## src/rtl/core/ecbu_mul.sv

```systemverilog
// ----------------------------------------------------------------------------
// ecbu_mul
// Shared signed 32x32 multiplier with a registered product.
// ----------------------------------------------------------------------------
module ecbu_mul (
  input  logic               clk_i,
  input  logic signed [31:0] a_i,
  input  logic signed [31:0] b_i,
  output logic signed [63:0] p_o
);

  logic signed [63:0] p_d;
  logic signed [63:0] p_q;

  assign p_d = a_i * b_i;

  always_ff @(posedge clk_i) begin
    p_q <= p_d;
  end

  assign p_o = p_q;

endmodule

```

## config.mk

```make
export PLATFORM = sky130hd
export DESIGN_NAME = ecbu_mul
export DESIGN_NICKNAME = d
export VERILOG_FILES = /design/src/rtl/core/ecbu_mul.sv
export SDC_FILE = /design/constraint.sdc
export NUM_CORES = 2
export LEC_CHECK = 0
export BUFFER_PORTS_ARGS = -buffer_cell sky130_fd_sc_hd__buf_2
export CAP_MARGIN = 30
export CORE_MARGIN = 4
export CORE_UTILIZATION = 35
export DETAILED_ROUTE_END_ITERATION = 8
export GPL_TIMING_DRIVEN = 1
export PLACE_DENSITY = 0.47
export SYNTH_ARGS = -nofsm -noshare
export SYNTH_HDL_FRONTEND = slang
export SYNTH_SLANG_ARGS = --single-unit
```

## constraint.sdc

```tcl
create_clock -name clk_i -period 12.5 [get_ports clk_i]
set_clock_uncertainty 0.1 [all_clocks]
set_input_delay 3.75 -clock clk_i [delete_from_list [all_inputs] [get_ports clk_i]]
set_output_delay 3.75 -clock clk_i [all_outputs]
set_load 0.05 [all_outputs]
```

Word level (Yosys, flattened, before mapping)
Index checks and enable logic that the tools add are counted.
W data, S select, Z words.
{"block": "op_classes", "addsub": 0, "multipliers": 1, "div_mod_pow": 0, "order_cmp": 0, "n_eq_ne": 0, "shifts": 0, "mux": 0, "bitwise_logic": 0, "reduce_logical": 0}
{"op": "$mul A32 B32 Y64", "n": 1}
{"block": "word_totals", "register_bits": 64, "latch_bits": 0, "ram_bits": 0, "romBits": 0, "in_bits": 65, "output_inout_bits": 64, "n_memories": 0}

Logic depth before layout (Yosys ltp)
{"block": "depth", "ltp_word": 1, "mapped_depth": 28, "mapped_depth_nobuf": 26}

Least setup slack after synthesis
No wires, ideal clock.
{"block": "synth_path", "path_kind": "input port to flip-flop", "from": "input port b_i[2]", "to": "register p_q[63], in the netlist p_o[63]", "setup_ps": 121, "t_arrival_ps": 10973, "required_time_ps": 12279, "path_slack_ps": 1307, "stages": 25, "cell_sequence": "clkbuf_1 > nand2_1 > inv_1 > fa_1 > fa_1 > fa_1 > fa_1 > inv_1 > fa_1 > inv_1 > fa_1 > inv_1 > fa_1 > inv_1 > fa_1 > ha_1 > clkbuf_1 > nand4_1 > or3_1 > o21ai_0 > a211oi_2 > o32ai_1 > nor2_1 > a31o_2 > xnor2_1"}
{"block": "synth_between", "elab_chain_len": 1}
{"item": "start, declared", "line_no": "8", "text": "input logic signed [31:0] b_i,"}
{"item": "$mul A32 B32 Y64", "line_no": "15", "text": "assign p_d = a_i * b_i;"}
{"item": "via p_d[63]", "line_no": "12", "text": "logic signed [63:0] p_d;"}
{"item": "end signal, assigned", "line_no": "18", "text": "p_q <= p_d;"}
{"item": "end, declared", "line_no": "13", "text": "logic signed [63:0] p_q;"}
The timed path passes the listed nets, and every way through them passes these cells.

Final worst setup path
{"block": "layout_path", "from": "input port a_i[9]", "to": "register p_q[54], in the netlist p_o[54]"}
{"block": "layout_between", "elab_chain_len": 1}
{"item": "start, declared", "line_no": "7", "text": "input logic signed [31:0] a_i,"}
{"item": "$mul A32 B32 Y64", "line_no": "15"}
{"item": "via p_d[54]", "line_no": "12"}
The timed path passes the listed nets, and every way through them passes these cells.

==> impl_metrics.json <==
{
  "ys_warn_count": 0,
  "dieWidth_microns": 335.9,
  "fp.dieH_microns": 335.9,
  "synth_cell_types": 70,
  "start_kind": "primary input",
  "ios": 129,
  "drive_gt1_share_pct": 6.020,
  "synth_xor_area_share_pct": 1.722,
  "fin_crit_ns": 11.55,
  "via_count": 25330,
  "row_count": 120,
  "dr.pass1.iters": 5,
  "syn_area_sq_um": 37640,
  "syn_nets": 5280,
  "synth_compound_gate_area_share_pct": 3.843,
  "synthMuxAreaShare_pct": 0,
  "cts_tree": "built",
  "netlist_instances": 3949,
  "grt_pass1_wl_microns": 172000,
  "die_area_sq_um": 112800,
  "hp-start": "b_i[0]",
  "fin_tns_setup_ns": 0,
  "grt_overflow": 0,
  "hold_class": "primary input to flip-flop",
  "avgViaCountPerCell": 4.741,
  "slew_violations": 0,
  "fin_crit_sh_pct": 92.38,
  "crit_fanout": 26,
  "max_cap_viol_count": 0,
  "yosys.area_share.simple_pct": 15.71,
  "cts_resized": 0,
  "cts-root-buf": "clkbuf_16",
  "ys_seq_area_share_pct": 3.404,
  "tightestPinTransition_ns": 0.8915,
  "avgSynthCellArea_sq_um": 9.531,
  "cp_data_required_time_ns": 12.60,
  "arrival_ns": 11.65,
  "ys_ff_latch": 64,
  "outcome": "finished clean",
  "synth_top_family_by_area": "adder cells",
  "synth_fa_ha_area_share_pct": 63.67,
  "cts_max_level": 3,
  "grt_use_total_pct": 20.18,
  "hold_viol_final": 0,
  "synth_edf_count": 0,
  "hold_buffers": 0,
  "cts_buffer_depth": 2,
  "dp_hpwl_microns": 94650,
  "cp-startpoint": "a_i[9]",
  "slew_headroom_pct": 40.56,
  "setup_violations": 0,
  "drtAntennaViolNets": 0,
  "clk_pin_slew_ns": 0.06,
  "wl_microns": 110400,
  "rsz0062_at_grt": "no",
  "antenna_found_initial": 8,
  "largest_register_ffs": 64,
  "fmax_mhz": 86.60,
  "drc": 0,
  "worstSetupEndpointType": "flip-flop",
  "grt_pass1_vias": 28740,
  "cts_made_buffers": 9,
  "place_congestion": 0.8404,
  "io_buffers": 128,
  "drt_iter0_drc": 1208,
  "cts_setup_buffers": 0,
  "coreArea_sq_um": 106900,
  "grt_max_degree": 33,
  "areaGrowthSynthToFinish_pct": 6.057,
  "fin_nets": 5263,
  "cts_sinks": 64,
  "worstSetupPathType": "primary input to flip-flop",
  "synthArstFlopShare_pct": 0,
  "whs_ns": 3.926,
  "wire_per_inst_microns": 20.66,
  "synthFlopType": "dfxtp_1",
  "start_util_pct": 35.21
}
Yosys cell counts (all sizes together) (22+ instances only):
master	number	area (sq um)
dfxtp	64	1281
o21ai	42	229.0
inv	949	3562
xnor2	52	455.4
nor2	61	229.0
clkbuf	201	755.7
ha	184	2302
a21o	33	247.7
and2	514	3217
a21oi	68	359.1
fa	1082	21660
nand2	526	1989
xor2	22	192.7
critical path, stage by stage:
cell and delay, ns:
buf_2 0.52, buf_4 0.28, nand2_1 0.08, fa_1 0.54, inv_1 0.06, fa_1 0.48, fa_1 0.60, fa_1 0.50
fa_1 0.59, fa_1 0.45, fa_1 0.52, inv_1 0.05, fa_1 0.47, inv_1 0.04, ha_1 0.36, a21oi_1 0.34
o21ai_1 0.15, or2_1 0.27, nand4b_1 0.32, a211oi_2 0.40, o21ai_2 0.15, a31o_2 0.27, xnor2_1 0.42
area by class of cell:
cell class              count  area [sq um]
fillers                 11060         66990
clock inverters             3         17.52
well taps                1403          1755
repair buffers            186          1076
diodes                      2         5.005
clock buffers              13         250.2
multi-input cells        2722         31970
inverters                 949          3562
flip-flops and latches     64          1281
path summary, 6_finish.rpt:
kind                  depth (start not counted)  endpoint
worst min-delay path                          2    p_o[0]
worst max-delay path                         23   p_o[54]
layer usage:
metal  GRT usage [%]  vias to the layer above  wire (microns)
met5               0                        -              13
met4           6.189                        2            4092
met3           2.202                      140            3307
met2           37.73                      422           59190
met1           24.35                    13560           43780
li1                -                    11200               -
metrics by stage:
| step | instances | instance area [sq um] | worst slack [ns] | util, % |
|---|---|---|---|---|
| 3_5_place_dp | 5324 | 39640 | 0.6909 | 37.08 |
| 4_1_cts | 5340 | 39910 | 1.057 | 37.34 |
| 3_3_place_gp | 5324 | 39640 | 0.6786 | 37.08 |
| 6_report | 5342 | 39920 | 0.9529 | 37.34 |
| 2_1_floorplan | 3949 | 37640 | 1.307 | - |
| 5_1_grt | 5341 | 39910 | 0.5626 | 37.34 |
cell usage in the layout, fill, tap and decap left out, drive strengths merged, types with 6 or more instances in the layout:
cell    netlist  final
and2        514    514
o211ai        6      6
and3         11     11
o21ai        42     42
ha          184    184
a21o         33     33
a211oi        7      7
xnor2        52     52
nor2         61     61
xor2         22     22
nor3          7      7
nand4        11     11
nor2b         8      8
o21bai        6      6
dfxtp        64     64
nand2b       13     13
inv         949    949
buf          13    186
fa         1082   1082
a21oi        68     68
nand2       526    526
a31oi         6      6
clkbuf      201     13
nand3        18     18
kinds of logic after synthesis:
logic type                 count (synthesis)
DFF                                       64
xor gates and xnor gates                  74
and+or+nand+nor                         1178
adders and majority gates               1266
buffers and inverters                   1163
AOI/OAI and AO/OA                        204
Power is not shown: default switching activity piles up to over one toggle a cycle in this logic, so the estimate is an artifact.
