**config.mk**
```make
export PLATFORM = sky130hd
export DESIGN_NAME = ecbu_div
export DESIGN_NICKNAME = d
export VERILOG_FILES = /design/src/rtl/core/ecbu_pkg.sv /design/src/rtl/core/ecbu_div.sv
export SDC_FILE = /design/constraint.sdc
export NUM_CORES = 1
export LEC_CHECK = 0
export BUFFER_PORTS_ARGS = -buffer_cell sky130_fd_sc_hd__buf_2
export CAP_MARGIN = 10
export CORE_MARGIN = 1.5
export CORE_UTILIZATION = 45
export CTS_BUF_LIST = sky130_fd_sc_hd__clkbuf_8
export DETAILED_ROUTE_END_ITERATION = 16
export PLACE_DENSITY = 0.63
export SETUP_SLACK_MARGIN = 0.4
export SLEW_MARGIN = 25
export SYNTH_ARGS = -nofsm -noshare
export SYNTH_HDL_FRONTEND = slang
export SYNTH_SLANG_ARGS = --single-unit
```
**constraint.sdc**
```tcl
create_clock -name clk_i -period 2.9 [get_ports clk_i]
set_input_delay 0.29 -clock clk_i [delete_from_list [all_inputs] [get_ports clk_i]]
set_output_delay 0.29 -clock clk_i [all_outputs]
set_load 0.02 [all_outputs]
```
**src/rtl/core/ecbu_pkg.sv**
```systemverilog
// ----------------------------------------------------------------------------
// ecbu_pkg
// Shared types, constants and the arctangent table of the camera basis update.
// ----------------------------------------------------------------------------
package ecbu_pkg;

  // action codes of an input transaction
  typedef enum logic [2:0] {
    ACT_ROTATE    = 3'd0,
    ACT_SCROLL    = 3'd1,
    ACT_MOVE      = 3'd2,
    ACT_SET_YAW   = 3'd3,
    ACT_SET_PITCH = 3'd4,
    ACT_SET_POS   = 3'd5
  } ecbu_action_e;

  // configuration register indexes
  typedef enum logic {
    CFG_MOUSE_GAIN  = 1'b0,
    CFG_PITCH_LIMIT = 1'b1
  } ecbu_cfg_e;

  typedef struct packed {
    logic        [2:0]  action;
    logic signed [15:0] delta_x;
    logic signed [15:0] delta_y;
    logic signed [15:0] angle;
    logic signed [31:0] vec_x;
    logic signed [31:0] vec_y;
    logic signed [31:0] vec_z;
  } ecbu_in_t;

  typedef struct packed {
    logic signed [15:0] front_x;
    logic signed [15:0] front_y;
    logic signed [15:0] front_z;
    logic signed [15:0] right_x;
    logic signed [15:0] right_y;
    logic signed [15:0] right_z;
    logic signed [15:0] up_x;
    logic signed [15:0] up_y;
    logic signed [15:0] up_z;
    logic signed [31:0] pos_x;
    logic signed [31:0] pos_y;
    logic signed [31:0] pos_z;
  } ecbu_out_t;

  // angles in Q9.7 degrees
  localparam logic signed [15:0] DEG90      = 16'sd11520;
  localparam logic signed [16:0] DEG180     = 17'sd23040;
  localparam logic signed [21:0] WRAP_HALF  = 22'sd23040;
  localparam logic signed [21:0] WRAP_FULL  = 22'sd46080;
  localparam logic        [13:0] LIMIT_MAX  = 14'd11520;

  // gain-corrected 1.0 in Q2.30
  localparam logic signed [31:0] CORDIC_ONE = 32'sd652032874;
  localparam logic signed [15:0] ONE_Q14    = 16'sd16384;

  // reset values
  localparam logic        [15:0] GAIN_RST   = 16'd6554;
  localparam logic        [13:0] LIMIT_RST  = 14'd11392;
  localparam logic signed [15:0] YAW_RST    = -16'sd11520;
  localparam logic signed [31:0] POS_RST_Y  = 32'sd655360;
  localparam logic signed [31:0] POS_RST_Z  = 32'sd5242880;

  // normalize datapath widths
  localparam int unsigned SUM_W  = 50;
  localparam int unsigned LEN_W  = 25;
  localparam int unsigned NORM_W = 24;
  localparam int unsigned QUO_W  = 16;

  // atan(2^-i) in degrees scaled by 2^16
  function automatic logic [21:0] atan_val(input logic [4:0] idx);
    logic [21:0] r;
    case (idx)
      5'd0:    r = 22'd2949120;
      5'd1:    r = 22'd1740967;
      5'd2:    r = 22'd919879;
      5'd3:    r = 22'd466945;
      5'd4:    r = 22'd234379;
      5'd5:    r = 22'd117304;
      5'd6:    r = 22'd58666;
      5'd7:    r = 22'd29335;
      5'd8:    r = 22'd14668;
      5'd9:    r = 22'd7334;
      5'd10:   r = 22'd3667;
      5'd11:   r = 22'd1833;
      5'd12:   r = 22'd917;
      5'd13:   r = 22'd458;
      5'd14:   r = 22'd229;
      5'd15:   r = 22'd115;
      5'd16:   r = 22'd57;
      5'd17:   r = 22'd29;
      5'd18:   r = 22'd14;
      5'd19:   r = 22'd7;
      5'd20:   r = 22'd4;
      5'd21:   r = 22'd2;
      5'd22:   r = 22'd1;
      default: r = 22'd0;
    endcase
    return r;
  endfunction

endpackage

```
**src/rtl/core/ecbu_div.sv**
```systemverilog
// ----------------------------------------------------------------------------
// ecbu_div
// Restoring divider for one normalized component, rounded to Q1.14.
// ----------------------------------------------------------------------------
module ecbu_div (
  input  logic                        clk_i,
  input  logic                        rst_ni,
  input  logic                        start_i,
  input  logic [ecbu_pkg::NORM_W-1:0] mag_i,
  input  logic [ecbu_pkg::LEN_W-1:0]  len_i,
  output logic                        done_o,
  output logic [ecbu_pkg::QUO_W-1:0]  quo_o
);
  import ecbu_pkg::*;

  localparam int unsigned NumW = NORM_W + QUO_W;
  localparam int unsigned DenW = LEN_W + 1;

  logic             busy_q;
  logic             done_q;
  logic [3:0]       cnt_q;
  logic [DenW-1:0]  rem_q;
  logic [DenW-1:0]  den_q;
  logic [QUO_W-1:0] low_q;
  logic [QUO_W-1:0] quo_q;

  logic [NumW-1:0]  num;
  logic [DenW:0]    part;
  logic             ge;

  // (mag * 32768 + len) / (2 * len), rounding half away
  assign num  = NumW'({mag_i, 15'b0}) + NumW'(len_i);
  assign part = {rem_q, low_q[QUO_W-1]};
  assign ge   = (part >= {1'b0, den_q});

  always_ff @(posedge clk_i or negedge rst_ni) begin
    if (!rst_ni) begin
      busy_q <= 1'b0;
      done_q <= 1'b0;
      cnt_q  <= '0;
      rem_q  <= '0;
      den_q  <= '0;
      low_q  <= '0;
      quo_q  <= '0;
    end else begin
      done_q <= 1'b0;
      if (start_i) begin
        busy_q <= 1'b1;
        cnt_q  <= '0;
        rem_q  <= DenW'(num[NumW-1:QUO_W]);
        low_q  <= num[QUO_W-1:0];
        den_q  <= {len_i, 1'b0};
        quo_q  <= '0;
      end else if (busy_q) begin
        if (ge) begin
          rem_q <= DenW'(part - {1'b0, den_q});
        end else begin
          rem_q <= part[DenW-1:0];
        end
        low_q <= low_q << 1;
        quo_q <= {quo_q[QUO_W-2:0], ge};
        if (cnt_q == 4'd15) begin
          busy_q <= 1'b0;
          done_q <= 1'b1;
        end else begin
          cnt_q <= cnt_q + 4'd1;
        end
      end
    end
  end

  assign done_o = done_q;
  assign quo_o  = quo_q;

endmodule

```
# Word-level counts from Yosys, hierarchy flattened
# Index checks and enable logic that the tools add are counted.
# Widths: inputs -> output; s select.
[totals] regBits=89 latch_bits=0 ram_bits=0 rom_bits=0 input_bits=52 memories=0
[classes] n_addsub=3 mul=0 n_div=0 n_lt_le_gt_ge=1 n_eq_ne=2 shifts=0 n_mux=16 bitwise=0 n_reduce_logical=2
[ops] op="$mux 26" n=3
[ops] op="$mux 16" n=4
[ops] op="$add 39x25->40" n=1
[ops] op="$ge 27x26->1" n=1
[ops] op="$sub 26x26->26" n=1
[ops] op="$mux 4" n=3
[ops] op="$mux 1" n=6
[ops] op="$add 4x1->4 const B" n=1
[ops] op="$eq 4x4->1 const B" n=1
[ops] op="$ne 2x2->1 const B" n=1
[ops] op="$reduce_and 2->1" n=1
[ops] op="$reduce_bool 2->1" n=1

# Logic depth before layout (Yosys ltp)
[depth] ltp_word=4 mapped_depth=12 depth_no_buf=11

# Worst setup path after synthesis
# OpenSTA, ideal clock, no wires.
[synth_path] path_kind="reg-to-reg" startpoint="register rem_q[0]" endpoint="register rem_q[22]" setup_ns=0.139 arrival_time_ns=2.300 required_ns=2.761 setup_slack_ns=0.461 path_stages_with_launch=12 path_buffers=0 period_less_slack_ns=2.439 path_cell_list="dfrtp_1 inv_1 ha_1 fa_1 nand2b_1 a21oi_2 o21ai_4 o21ai_2 a21oi_4 and3_2 a211oi_1 a22oi_1"
[synth_between] elab_chain_cells=4 word_cells_on_any_way=5 cone_classes="1 x add/sub; 1 x order compare; 3 x mux"
[synth_rtl] element="start: declaration" line="ecbu_div.sv:22" text="logic [DenW-1:0] rem_q;"
[synth_rtl] element="start signal: assignment" line="ecbu_div.sv:50" text="rem_q <= DenW'(num[NumW-1:QUO_W]);"
[synth_rtl] element="start signal: assignment" line="ecbu_div.sv:56" text="rem_q <= DenW'(part - {1'b0, den_q});"
[synth_rtl] element="start signal: assignment" line="ecbu_div.sv:58" text="rem_q <= part[DenW-1:0];"
[synth_rtl] element="$sub 26x26->26 / $ge 27x26->1 (equally long branches)" line="ecbu_div.sv:56, ecbu_div.sv:34"
[synth_rtl] element="$mux 26 *" line="ecbu_div.sv:55" text="if (ge) begin"
[synth_rtl] element="$mux 26 *" line="ecbu_div.sv:54" text="end else if (busy_q) begin"
[synth_rtl] element="$mux 26 *" line="ecbu_div.sv:47" text="if (start_i) begin"
# Every way passes the cells marked *; elsewhere a longest branch is shown, timed or not. The select of a mux whose other input is x is not followed.
# A chain may end at the register's enable or synchronous reset.

# Worst setup path after layout
[layout_path] startpoint="register rem_q[5]" endpoint="register rem_q[5]"
[layout_between] elab_chain_cells=4
[layout_rtl] element="$ge 27x26->1" line="ecbu_div.sv:34" text="assign ge = (part >= {1'b0, den_q});"
[layout_rtl] element="$mux 26" line="ecbu_div.sv:55"
[layout_rtl] element="$mux 26" line="ecbu_div.sv:54"
[layout_rtl] element="$mux 26" line="ecbu_div.sv:47"
# Every way passes these cells. The select of a mux whose other input is x is not followed.

==> results.py <==
metrics = {
    "clocking": {
        "cts_tree": "done",
        "numCtsBuffers": 9,
        "cts_buffer_depth": 2,
        "cts.reportedPaths.clkPinSlew_ns": 0.09,
        "htreeDepth": 3,
        "clock_sinks": 89,
        "clk_latency_ns": 0.39,
        "root_buffer": "clkbuf_8",
    },
    "drt": {
        "via_per_inst": 5.62,
        "route.detailed.wl_per_inst_um": 16.8,
        "vias": 5169,
        "antenna_left": 0,
        "drt-total-wl_um": 15500,
        "drt_iter0_drc": 367,
        "firstDrtPassIters": 5,
        "route.detailed.drc": 0,
    },
    "power_and_ir_drop": {
        "ir_drop_v": 0.000507,
        "leakagePower_uw": 0.00346,
        "power_density_nw_per_um2": 916,
    },
    "place": {
        "hpwlAfterDp_um": 10900,
        "post-place-cells": 877,
        "numPortBuffers": 68,
        "post-place-ws_ns": 0.116,
        "place.gp.congestion": 0.833,
    },
    "critical_path": {
        "critical_path.startpoint_type": "register",
        "cp_max_fo": 5,
        "cp-end-kind": "register",
        "crit_arrival_ns": 2.78,
        "rrSetupSlack_ns": 0.39,
        "critPathRequiredTime_ns": 3.17,
        "critPathKind": "reg2reg",
    },
    "global_routing": {
        "grt_max_degree": 123,
        "grt_pass1_wl_um": 24500,
        "grt_overflow": 0,
        "grt_antenna_before_repair": 0,
        "grtUsageTotal_pct": 21.7,
        "grt_pass1_vias": 4912,
    },
    "timing": {
        "max_freq_mhz": 398,
        "finalHoldViolations": 0,
        "setup_ws_ns": 0.389,
        "rsz0062_at_grt": "true",
        "fin_crit_sh_pct": 86.6,
        "finalMaxSlewViolations": 0,
        "setup_viol": 0,
        "setup_tns_ns": 0,
        "skew_ns": 0.0193,
        "slew_headroom_pct": 55.8,
        "fin_hold_ws_ns": 0.142,
        "fin_crit_ns": 2.51,
        "tightest_slew_ns": 0.663,
    },
    "cells_and_area": {
        "fin_nets": 833,
        "regArea_um2": 2240,
        "final_layout_size_suffix_gt1_share_pct": 27.7,
        "multi_input_area_um2": 3870,
        "antenna_cells": 0,
        "fillCellCount": 1149,
        "area_delta_synth_final_pct": 23.0,
        "post-route-util_pct": 57.4,
        "final_cells": 919,
    },
    "run": {
        "drv_cap": 0,
    },
    "synthesis": {
        "synthesis.nets": 752,
        "postSynthAreaPerCell_um2": 9.05,
        "syn_area_um2": 5990,
        "ys.flop_type": "dfrtp_1",
        "seq_area_frac_synth_pct": 37.2,
        "synth_edf_count": 0,
        "syn_inst": 662,
        "ys_ff_latch": 89,
        "synth_top_family_by_area": "compound AO/OA/AOI/OAI gates",
        "synth.mux.area_fraction_pct": 5.68,
        "synth_compound_area_share_pct": 22.0,
        "synthXorXnorAreaFrac_pct": 6.00,
        "ys.warnings.count": 0,
        "async_reset_ff_share_pct": 100,
        "synthAdderAreaFrac_pct": 8.19,
        "ys_types": 72,
        "yosys.area_share.simple_pct": 15.8,
    },
    "floorplan": {
        "num_rows": 41,
        "start_util_pct": 46.7,
        "die_area_um2": 14000,
        "die_h_um": 118,
        "core_um2": 12800,
        "io_pins": 69,
        "die_w_um": 118,
    },
    "worst_hold_path": {
        "hp-class": "in2reg",
    },
    "status": {
        "status": "finished clean",
    },
}
-- metrics by stage --
step	power (uW)	area [um2]
floorplan	4050	5990
global placement	4680	6470
detailed placement	4720	6470
CTS	5880	6830
global route	7180	7360
finish	6740	7360
-- where the power goes --
part / leakage [uW] / switching, uW / internal, uW
clock: 0.000109 / 467 / 478
sequential: 0.00110 / 282 / 1490
combinational: 0.00225 / 2070 / 1960
-- registers in the layout (all words and copies together), names as in the netlist --
name    flops
quo_o      16
low_q      16
done_o      1
den_q      25
busy_q      1
rem_q      26
cnt_q       4
-- path summary, 6_finish.rpt --
| path | from | to | depth (start not counted) |
|---|---|---|---|
| worst max-delay path | rem_q[5] | rem_q[5] | 10 |
| worst min-delay path | len_i[3] | low_q[3] | 3 |
| worst max register to register | rem_q[5] | rem_q[5] | 10 |
| worst min register to register | quo_o[15] | quo_o[15] | 2 |
| max in group asynchronous | rst_ni | rem_q[3] | 3 |
| min in group asynchronous | rst_ni | den_q[10] | 2 |
-- Yosys cell counts (all sizes together), types with 5 or more instances --
| library cell | instances | share of area [%] |
|---|---|---|
| a211oi | 10 | 1.4 |
| a21o | 10 | 1.3 |
| a21oi | 46 | 4.4 |
| a221oi | 5 | 1.1 |
| a22o | 10 | 1.5 |
| and3 | 7 | 0.75 |
| buf | 15 | 1.8 |
| clkbuf | 17 | 1.1 |
| dfrtp | 89 | 37 |
| ha | 36 | 7.5 |
| inv | 38 | 2.4 |
| mux2i | 34 | 5.7 |
| nand2 | 60 | 3.8 |
| nand2b | 10 | 1.0 |
| nand3 | 15 | 1.3 |
| nand4 | 7 | 0.73 |
| nor2 | 66 | 4.2 |
| nor3 | 10 | 0.92 |
| o211ai | 14 | 1.8 |
| o21a | 5 | 0.63 |
| o21ai | 60 | 5.3 |
| xnor2 | 18 | 2.6 |
| xor2 | 23 | 3.4 |
-- cells in the final DEF (no fill, tap or decap), types with 4 or more instances in the layout --
cell      instances
nor2b_1           4
a221oi_2          4
nand3_1          14
buf_2            66
xor2_1           23
inv_1            34
dfrtp_1          80
nor2_1           64
ha_1             14
a22o_1           10
a211oi_2          7
a22oi_1           4
nor3_1            8
o21a_1            5
buf_4            27
o211ai_1         13
mux2i_1          34
nand2_1          58
a21o_1           10
dfrtp_2           9
and3_1            6
xnor2_1          18
nand2b_1          9
a21oi_1          33
o21ai_0          51
nand4_1           7
a21oi_2           9
inv_2             4
o21ai_1           5
clkbuf_8          9
ha_4             20
a21oi_4           4
-- per-layer routing --
metal / routed length, um / track usage, %
met1: 7410 / 30.7
met2: 7170 / 34.2
met3: 648 / 5.02
met4: 248 / 4.14
met5: 0 / 0
-- timing repair --
action,4_1_cts,5_1_grt
cloned,0,3
setup endpoints to repair,26,26
buffers inserted,2,21
gates resized for setup,23,66
hold buffers,1,0
hold endpoints to repair,51,0
pin swaps,5,13
-- cells by family (layout without fill, tap and decap cells) --
| group | count (synthesis) | count (layout) |
|---|---|---|
| muxes | 34 | 34 |
| DFF | 89 | 89 |
| adders and majority gates | 38 | 38 |
| xor gates and xnor gates | 41 | 41 |
| buffers and inverters | 70 | 155 |
| AOI/OAI and AO/OA | 190 | 190 |
| and+or+nand+nor | 200 | 200 |
-- worst max-delay path, cell delays in order, from the launching register on --
cell	delay, ns
dfrtp_1	0.43
ha_4	0.27
a21o_1	0.21
or3_4	0.36
o21ai_4	0.17
o21ai_4	0.08
a21oi_4	0.25
buf_4	0.17
clkbuf_16	0.13
o211ai_1	0.11
a32o_1	0.23
-- cell type report --
type                    count  area share [%]
multi-input cells         503            52.5
repair buffers            102            9.38
inverters                  38            1.94
clock inverters             6            1.14
clock buffers               9            1.68
well taps                 172            2.92
flip-flops and latches     89            30.4
Note: power is estimated with default switching activity, not from simulation.
