$ cat config.mk
export PLATFORM = sky130hd
export DESIGN_NAME = ecbu_cordic
export DESIGN_NICKNAME = d
export VERILOG_FILES = /design/src/rtl/core/ecbu_pkg.sv /design/src/rtl/core/ecbu_cordic.sv
export SDC_FILE = /design/constraint.sdc
export NUM_CORES = 1
export LEC_CHECK = 0
export BUFFER_PORTS_ARGS = -buffer_cell sky130_fd_sc_hd__buf_4
export CAP_MARGIN = 20
export CORE_MARGIN = 10
export CORE_UTILIZATION = 45
export DETAILED_ROUTE_END_ITERATION = 8
export MAX_ROUTING_LAYER = met4
export PLACE_DENSITY_LB_ADDON = 0.15
export SLEW_MARGIN = 20
export SYNTH_ARGS = -nofsm -noshare
export SYNTH_HDL_FRONTEND = slang
export SYNTH_SLANG_ARGS = --single-unit
$ cat constraint.sdc
create_clock -name clk_i -period 8 [get_ports clk_i]
set_input_delay 0 -clock clk_i [delete_from_list [all_inputs] [get_ports clk_i]]
set_output_delay 0 -clock clk_i [all_outputs]
set_load 0.01 [all_outputs]
$ cat src/rtl/core/ecbu_pkg.sv
// ----------------------------------------------------------------------------
// ecbu_pkg
// Shared types, constants and the arctangent table of the camera basis update.
// ----------------------------------------------------------------------------
package ecbu_pkg;

  // action codes of an input transaction
  typedef enum logic [2:0] {
    ACT_ROTATE    = 3'd0,
    ACT_SCROLL    = 3'd1,
    ACT_MOVE      = 3'd2,
    ACT_SET_YAW   = 3'd3,
    ACT_SET_PITCH = 3'd4,
    ACT_SET_POS   = 3'd5
  } ecbu_action_e;

  // configuration register indexes
  typedef enum logic {
    CFG_MOUSE_GAIN  = 1'b0,
    CFG_PITCH_LIMIT = 1'b1
  } ecbu_cfg_e;

  typedef struct packed {
    logic        [2:0]  action;
    logic signed [15:0] delta_x;
    logic signed [15:0] delta_y;
    logic signed [15:0] angle;
    logic signed [31:0] vec_x;
    logic signed [31:0] vec_y;
    logic signed [31:0] vec_z;
  } ecbu_in_t;

  typedef struct packed {
    logic signed [15:0] front_x;
    logic signed [15:0] front_y;
    logic signed [15:0] front_z;
    logic signed [15:0] right_x;
    logic signed [15:0] right_y;
    logic signed [15:0] right_z;
    logic signed [15:0] up_x;
    logic signed [15:0] up_y;
    logic signed [15:0] up_z;
    logic signed [31:0] pos_x;
    logic signed [31:0] pos_y;
    logic signed [31:0] pos_z;
  } ecbu_out_t;

  // angles in Q9.7 degrees
  localparam logic signed [15:0] DEG90      = 16'sd11520;
  localparam logic signed [16:0] DEG180     = 17'sd23040;
  localparam logic signed [21:0] WRAP_HALF  = 22'sd23040;
  localparam logic signed [21:0] WRAP_FULL  = 22'sd46080;
  localparam logic        [13:0] LIMIT_MAX  = 14'd11520;

  // gain-corrected 1.0 in Q2.30
  localparam logic signed [31:0] CORDIC_ONE = 32'sd652032874;
  localparam logic signed [15:0] ONE_Q14    = 16'sd16384;

  // reset values
  localparam logic        [15:0] GAIN_RST   = 16'd6554;
  localparam logic        [13:0] LIMIT_RST  = 14'd11392;
  localparam logic signed [15:0] YAW_RST    = -16'sd11520;
  localparam logic signed [31:0] POS_RST_Y  = 32'sd655360;
  localparam logic signed [31:0] POS_RST_Z  = 32'sd5242880;

  // normalize datapath widths
  localparam int unsigned SUM_W  = 50;
  localparam int unsigned LEN_W  = 25;
  localparam int unsigned NORM_W = 24;
  localparam int unsigned QUO_W  = 16;

  // atan(2^-i) in degrees scaled by 2^16
  function automatic logic [21:0] atan_val(input logic [4:0] idx);
    logic [21:0] r;
    case (idx)
      5'd0:    r = 22'd2949120;
      5'd1:    r = 22'd1740967;
      5'd2:    r = 22'd919879;
      5'd3:    r = 22'd466945;
      5'd4:    r = 22'd234379;
      5'd5:    r = 22'd117304;
      5'd6:    r = 22'd58666;
      5'd7:    r = 22'd29335;
      5'd8:    r = 22'd14668;
      5'd9:    r = 22'd7334;
      5'd10:   r = 22'd3667;
      5'd11:   r = 22'd1833;
      5'd12:   r = 22'd917;
      5'd13:   r = 22'd458;
      5'd14:   r = 22'd229;
      5'd15:   r = 22'd115;
      5'd16:   r = 22'd57;
      5'd17:   r = 22'd29;
      5'd18:   r = 22'd14;
      5'd19:   r = 22'd7;
      5'd20:   r = 22'd4;
      5'd21:   r = 22'd2;
      5'd22:   r = 22'd1;
      default: r = 22'd0;
    endcase
    return r;
  endfunction

endpackage

$ cat src/rtl/core/ecbu_cordic.sv
// ----------------------------------------------------------------------------
// ecbu_cordic
// Iterative rotation-mode cordic, one micro-rotation per cycle, cos and sin.
// ----------------------------------------------------------------------------
module ecbu_cordic #(
  parameter int unsigned STEPS = 16
) (
  input  logic               clk_i,
  input  logic               rst_ni,
  input  logic               start_i,
  input  logic signed [15:0] angle_i,
  output logic               done_o,
  output logic signed [31:0] cos_o,
  output logic signed [31:0] sin_o
);
  import ecbu_pkg::*;

  localparam int unsigned CntW = (STEPS > 1) ? $clog2(STEPS) : 1;
  localparam logic [CntW-1:0] CntLast = CntW'(STEPS - 1);

  logic               busy_q;
  logic               done_q;
  logic               flip_q;
  logic [CntW-1:0]    cnt_q;
  logic signed [31:0] x_q;
  logic signed [31:0] y_q;
  logic signed [25:0] z_q;

  logic signed [16:0] red;
  logic               flip;
  logic signed [31:0] dx;
  logic signed [31:0] dy;
  logic signed [25:0] at;

  // fold the angle into [-90, 90]
  always_comb begin
    red  = 17'(angle_i);
    flip = 1'b0;
    if (angle_i > DEG90) begin
      red  = 17'(angle_i) - DEG180;
      flip = 1'b1;
    end else if (angle_i < -DEG90) begin
      red  = 17'(angle_i) + DEG180;
      flip = 1'b1;
    end
  end

  assign dx = y_q >>> cnt_q;
  assign dy = x_q >>> cnt_q;
  assign at = 26'(atan_val(5'(cnt_q)));

  always_ff @(posedge clk_i or negedge rst_ni) begin
    if (!rst_ni) begin
      busy_q <= 1'b0;
      done_q <= 1'b0;
      flip_q <= 1'b0;
      cnt_q  <= '0;
      x_q    <= '0;
      y_q    <= '0;
      z_q    <= '0;
    end else begin
      done_q <= 1'b0;
      if (start_i) begin
        busy_q <= 1'b1;
        flip_q <= flip;
        cnt_q  <= '0;
        x_q    <= CORDIC_ONE;
        y_q    <= '0;
        z_q    <= {red, 9'b0};
      end else if (busy_q) begin
        if (!z_q[25]) begin
          x_q <= x_q - dx;
          y_q <= y_q + dy;
          z_q <= z_q - at;
        end else begin
          x_q <= x_q + dx;
          y_q <= y_q - dy;
          z_q <= z_q + at;
        end
        if (cnt_q == CntLast) begin
          busy_q <= 1'b0;
          done_q <= 1'b1;
        end else begin
          cnt_q <= cnt_q + 1'b1;
        end
      end
    end
  end

  assign done_o = done_q;
  assign cos_o  = flip_q ? -x_q : x_q;
  assign sin_o  = flip_q ? -y_q : y_q;

endmodule

======== Word-level counts from Yosys, hierarchy flattened ========
Memories as Yosys holds them, arrays and structs flattened.
Index checks and enable logic that the tools add are counted.
Widths: inputs -> output; s select.
storage, ports and cells
  word-level logic and storage cells ...... 51
  input port bits ......................... 19
  memories ................................ 1
  output and inout port bits .............. 65
  register bits after elaboration ......... 97
  ROM bits ................................ 352
operators by class
  shifts and indexed selects .............. 2
  muxes and demuxes ....................... 24
  eq/ne operators ......................... 2
  $lt $le $gt $ge ......................... 2
  add/subtract/negate cells ............... 11
  reduce and logical (&&, ||, !) cells .... 2
memory list
  name              words  bits a word  rd ports  clocked after Yosys merged registers in  write ports  RTL line        text
  (name not given)  16     22           1         0                                        0            ecbu_pkg.sv:75  case (idx)
operators with widths
  cell                    count
  $mux 32                 8
  $mux 26                 3
  $add 32x32->32          2
  $neg 32->32             2
  $sshr 32x4->32          2
  $sub 32x32->32          2
  $mux 17                 2
  $add 26x23->26          1
  $sub 26x23->26          1
  $add 16x16->17 const B  1
  $sub 16x16->17 const B  1
  $gt 16x15->1 const B    1
  $lt 16x15->1 const B    1
  $mux 4                  3
  $mux 1                  8
  $add 4x1->4 const B     1
  $eq 4x4->1 const B      1
  $ne 2x2->1 const B      1
  $reduce_and 2->1        1
  $reduce_bool 2->1       1

======== Logic depth before layout (Yosys ltp) ========
  word-level depth ........................ 5
  gate-level depth with buffers ........... 29
  gate-level depth less buffers ........... 23

======== Worst setup path before layout ========
No wires, ideal clock.
  kind .................................... register to register
  start ................................... register cnt_q[0]
  end ..................................... register z_q[23]
  data required time ...................... 7917 ps
  stages on the path, launching flop included .. 27
  setup time .............................. 83 ps
  data arrival time ....................... 5805 ps
  clock period less this slack ............ 5888 ps
  setup slack ............................. 2112 ps
  buffers on the path ..................... 6
  cell sequence ........................... dfrtp_1 > buf_4 > buf_6 > clkinv_1 > clkbuf_8 > buf_2 > clkbuf_1 > clkbuf_1 > ha_1 > nor2_1 > a21oi_1 > a21o_1 > ha_1 > nor2_1 > a21oi_1 > ha_1 > a21o_1 > a21o_1 > a2111oi_0 > o211ai_1 > a21oi_1 > a21oi_1 > a221o_1 > a31oi_1 > xnor2_1 > mux2i_1 > o21ai_0
between the ends
  word-level cells in the longest chain between the ends .. 5
  elaborated cells on any way between the ends .. 6
  those cells by class .................... 2 x add/sub; 3 x mux; 1 x memory
ends and longest elaborated chain
  element                                           RTL line                              text
  start, declared                                   ecbu_cordic.sv:24                     logic [CntW-1:0] cnt_q;
  start signal, assigned                            ecbu_cordic.sv:84                     cnt_q <= cnt_q + 1'b1;
  $mem_v2 16x22 *                                   -
  $sub 26x23->26 or $add 26x23->26 (tied branches)  ecbu_cordic.sv:74, ecbu_cordic.sv:78
  $mux 26 *                                         ecbu_cordic.sv:71                     if (!z_q[25]) begin
  $mux 26 *                                         ecbu_cordic.sv:70                     end else if (busy_q) begin
  $mux 26 *                                         ecbu_cordic.sv:63                     if (start_i) begin
  end signal, assigned                              ecbu_cordic.sv:69                     z_q <= {red, 9'b0};
  end signal, assigned                              ecbu_cordic.sv:74                     z_q <= z_q - at;
  end signal, assigned                              ecbu_cordic.sv:78                     z_q <= z_q + at;
  end, declared                                     ecbu_cordic.sv:27                     logic signed [25:0] z_q;
Every way passes the cells marked *; elsewhere a longest branch is shown, timed or not. The select of a mux whose other input is x is not followed.
A chain may end at the register's enable or synchronous reset.

======== Worst setup path after layout ========
  start ................................... register cnt_q[1]
  end ..................................... register x_q[28]
between the ends
  word-level cells in the longest chain between the ends .. 5
  elaborated cells on any way between the ends .. 6
  those cells by class .................... 2 x add/sub; 1 x shift; 3 x mux
ends and longest elaborated chain
  element                                           RTL line                              text
  $sshr 32x4->32 *                                  ecbu_cordic.sv:48                     assign dx = y_q >>> cnt_q;
  $sub 32x32->32 or $add 32x32->32 (tied branches)  ecbu_cordic.sv:72, ecbu_cordic.sv:76
  $mux 32 *                                         ecbu_cordic.sv:71
  $mux 32 *                                         ecbu_cordic.sv:70
  $mux 32 *                                         ecbu_cordic.sv:63
  end signal, assigned                              ecbu_cordic.sv:72                     x_q <= x_q - dx;
  end signal, assigned                              ecbu_cordic.sv:76                     x_q <= x_q + dx;
  end, declared                                     ecbu_cordic.sv:25                     logic signed [31:0] x_q;
Marks and branches as above.

==> metrics.txt <==
antenna-violating nets left=0; CP arrival=around 6.8 ns; number of enable flip-flop cells after synthesis=0; Area Growth Syn to Fin=6.288%; worst r2r dst=x_q[28]$_DFFE_PN0P_; worst hold path class=in -> reg; most frequent cells in the layout=203 x nand2_1, 152 x xnor2_1, 149 x nor2_1, 145 x a21oi_1, 111 x ha_1; mean post-synth cell area=8.181 um^2; CORE AREA=34460 um^2; Fin Setup TNS=0 ns; FF-to-FF Start=cnt_q[1]$_DFFE_PN0P_; post-CTS setup buffer count=0; Mapped Area=~16000 um^2; clk root buf=clkbuf_16; Post-Synthesis Cells=between 1.5k and 2k; row count=between 60 and 70; Final Net Count=roughly 2.0k; sequential element share of the synthesized area=~15%; synth top area cells=dfrtp_1 15%, ha_1 8.8%, xnor2_1 8.5%; Antenna diodes=0; cell area power density=533.3 nW/um^2; filler instances=between 3k and 4k; die area=42760 um^2; CTS Buffer Depth=2; Max-Cap Viols=0; via-per-instance ratio=6.118; Fin. Hold Viols=0; Top Usage Layer GRT=met2; RSZ-0062 raised after global routing=no; Multi-input gate area=~12000 um^2; flop-to-flop setup slack=between 1 and 1.5 ns; first-pass GRT wire length=roughly 77000 um; top_reg_cell synth=dfrtp_1; clk_skew=~0.014 ns; Final Max Slew Viols=0; reg2reg path depth=17; Final WS setup=between 1 and 1.5 ns; Crit Path Category=reg -> reg; Port Buffers=83; Post-Syn Nets=about 2k; status=complete, no violations; CP Capture Type=flip-flop; global routing usage on met3=between 3 and 4%; Slowest cell on crit path=dfrtp_4; leakage=about 0.0074 uW; slowest stage delay, CP=1.02 ns; Die Span X=slightly above 200 um; Max rail drop VDD=0.0002355 V; WP data required=8.26 ns; CTS tree=built; DIE HEIGHT=slightly above 200 um; final worst path period share=around 81%; Overflow after GRT=0; Synth cell types=roughly 110; share of cells above drive strength 1=between 10% and 20%; remaining routing DRC violations=0; min Tclk post-route=between 6 and 7 ns; initial antenna violation count=0; pre-CTS setup slack=1.566 ns; Detailed Route WL=between 40000 and 50000 um; Starting DRT DRC Count=between 1k and 1.5k; Setup Viol. Count Final=0; TritonCTS Buffers=9; Detailed Routing Iterations Pass 1=6; Hold Path Origin=angle_i[15]; Top Ports=between 80 and 90; critical-path cell list=nor2_1 -> a221oi_1 -> o2111a_1 -> a21oi_1 -> nor4b_1 -> nor2_1 -> xnor2_1 -> ha_1 -> nand2_1 -> o21ai_1 -> a31oi_1 -> o41ai_2 -> o311ai_1 -> a31oi_1 -> a21oi_1 -> nor4b_1 -> or4_1; Worst Max-Slew Pin Slew=1.045 ns; largest net degree at the start of global routing=96; hold path depth=4; ys async rst share=100.0%; FF/Latch Area=around 2400 um^2; most common cell after layout, fill and taps aside=nand2_1; initial core utilization=between 40% and 50%; met2 Use GR=38.41%; global-route usage over all layers=roughly 23%; register bit total from synthesis=between 90 and 100; Vias=14.46k; vias in the first global route=approximately 14k; Clk Latency, worst-skew pair=approximately 0.39 ns; Yosys warnings=0; Num Clock Sinks=97; grt met1 use=approximately 28%; CP Launch Type=flip-flop; CTS resizes=0; clk slew on worst S/H paths=0.08 ns; Yosys top cell area share=around 15%; # H-tree levels=3; drt wl/cell=between 20 and 25 um; worst rel slew slack=between 30 and 40%; DPL Wire Length=~35000 um; Achievable Freq=about 0.15 GHz; hold path endpoint=z_q[19]$_DFFE_PN0P_; Max FO, Critical Path=67; gpl congestion=approximately 0.9; Yosys top cell by area=dfrtp_1
[power by group]
group,leakage (uW),internal [uW],switching (uW)
registers,0.00117,713,610
logic,0.00604,3340,3720
clock network,0.000159,292,221
total,0.00738,4350,4550
[flip-flops by register name, indices dropped and copies added (netlist names)]
signal / cells
x_q: 32
y_q: 32
z_q: 26
cnt_q: 4
busy_q: 1
done_o: 1
flip_q: 1
[per-layer routing]
layer | part of all wire [%] | vias up
li1 | - | 6993
met1 | 43 | 6997
met2 | 48 | 400
met3 | 5.3 | 72
met4 | 2.9 | 0
met5 | 0 | -
[cells in the mapped netlist (28+ instances only)]
master,count
nor3_1,37
o21ai_0,108
xnor2_1,152
inv_1,52
xor2_1,64
ha_1,111
o31ai_1,28
a21oi_1,145
mux4_2,45
nand2_1,203
mux2i_1,104
nor2_1,149
a31oi_1,30
mux2_2,45
dfrtp_1,97
a21o_1,37
clkbuf_1,67
[worst max-delay path, delay by kind of cell (launching register included)]
kind,cells,cell delay (ns)
compound gates,9,2.62
fa+ha+maj,1,0.34
simple gates,6,2.16
xor+xnor,1,0.17
flops,1,1.02
[logic make-up after synthesis]
| logic type | count (synthesis) | synth area share [%] |
|---|---|---|
| adder cells (fa/ha/maj) | 114 | 9.229 |
| AO/OA/AOI/OAI | 513 | 21.25 |
| multiplexers | 202 | 17.56 |
| flip-flops | 97 | 15.46 |
| XOR/XNOR | 217 | 12.15 |
| buffers and inverters | 194 | 6.559 |
| AND/OR/NAND/NOR | 582 | 17.79 |
[layout make-up]
| type | instances | share of cell area [%] |
|---|---|---|
| Timing Repair Buffer | 112 | 5.324 |
| Sequential cell | 97 | 14.64 |
| Inverter | 56 | 1.260 |
| Multi-Input combinational cell | 1628 | 73.37 |
| Tap cell | 455 | 3.412 |
| Clock buffer | 12 | 1.537 |
| Clock inverter | 4 | 0.4574 |
[per-stage QoR]
stage | cells | power [uW] | utilization, % | cell area, um^2 | hold slack [ns]
floorplan | 1919 | 6743 | - | 15700 | -0.2956
detailed placement | 2333 | 8349 | 47.00 | 16190 | 0.07885
global route | 2364 | 9868 | 48.43 | 16690 | 0.1086
finish | 2364 | 8900 | 48.43 | 16690 | 0.08746
global placement | 2333 | 8291 | 47.00 | 16190 | 0.07707
CTS | 2363 | 8917 | 48.37 | 16670 | 0.07513
[how the worst max path moves through the flow]
stage | start | to | slack [ns] | cells after the start
after floorplan | cnt_q[0]$_DFFE_PN0P_ | z_q[23]$_DFFE_PN0P_ | 2.11 | 26
after CTS | cnt_q[1]$_DFFE_PN0P_ | x_q[28]$_DFFE_PN0P_ | 1.55 | 18
final | cnt_q[1]$_DFFE_PN0P_ | x_q[28]$_DFFE_PN0P_ | 1.48 | 17
after global placement | cnt_q[1]$_DFFE_PN0P_ | x_q[28]$_DFFE_PN0P_ | 1.74 | 17
after global routing | cnt_q[1]$_DFFE_PN0P_ | x_q[28]$_DFFE_PN0P_ | 0.94 | 18
after detailed placement | cnt_q[1]$_DFFE_PN0P_ | x_q[28]$_DFFE_PN0P_ | 1.57 | 18
[timing repair]
| item | 4_1_cts | 5_1_grt |
|---|---|---|
| hold endpoints to repair | 60 | 0 |
| setup endpoints to repair | 0 | 0 |
| hold buffers | 14 | 0 |
Power figures use the tool's default switching activity.
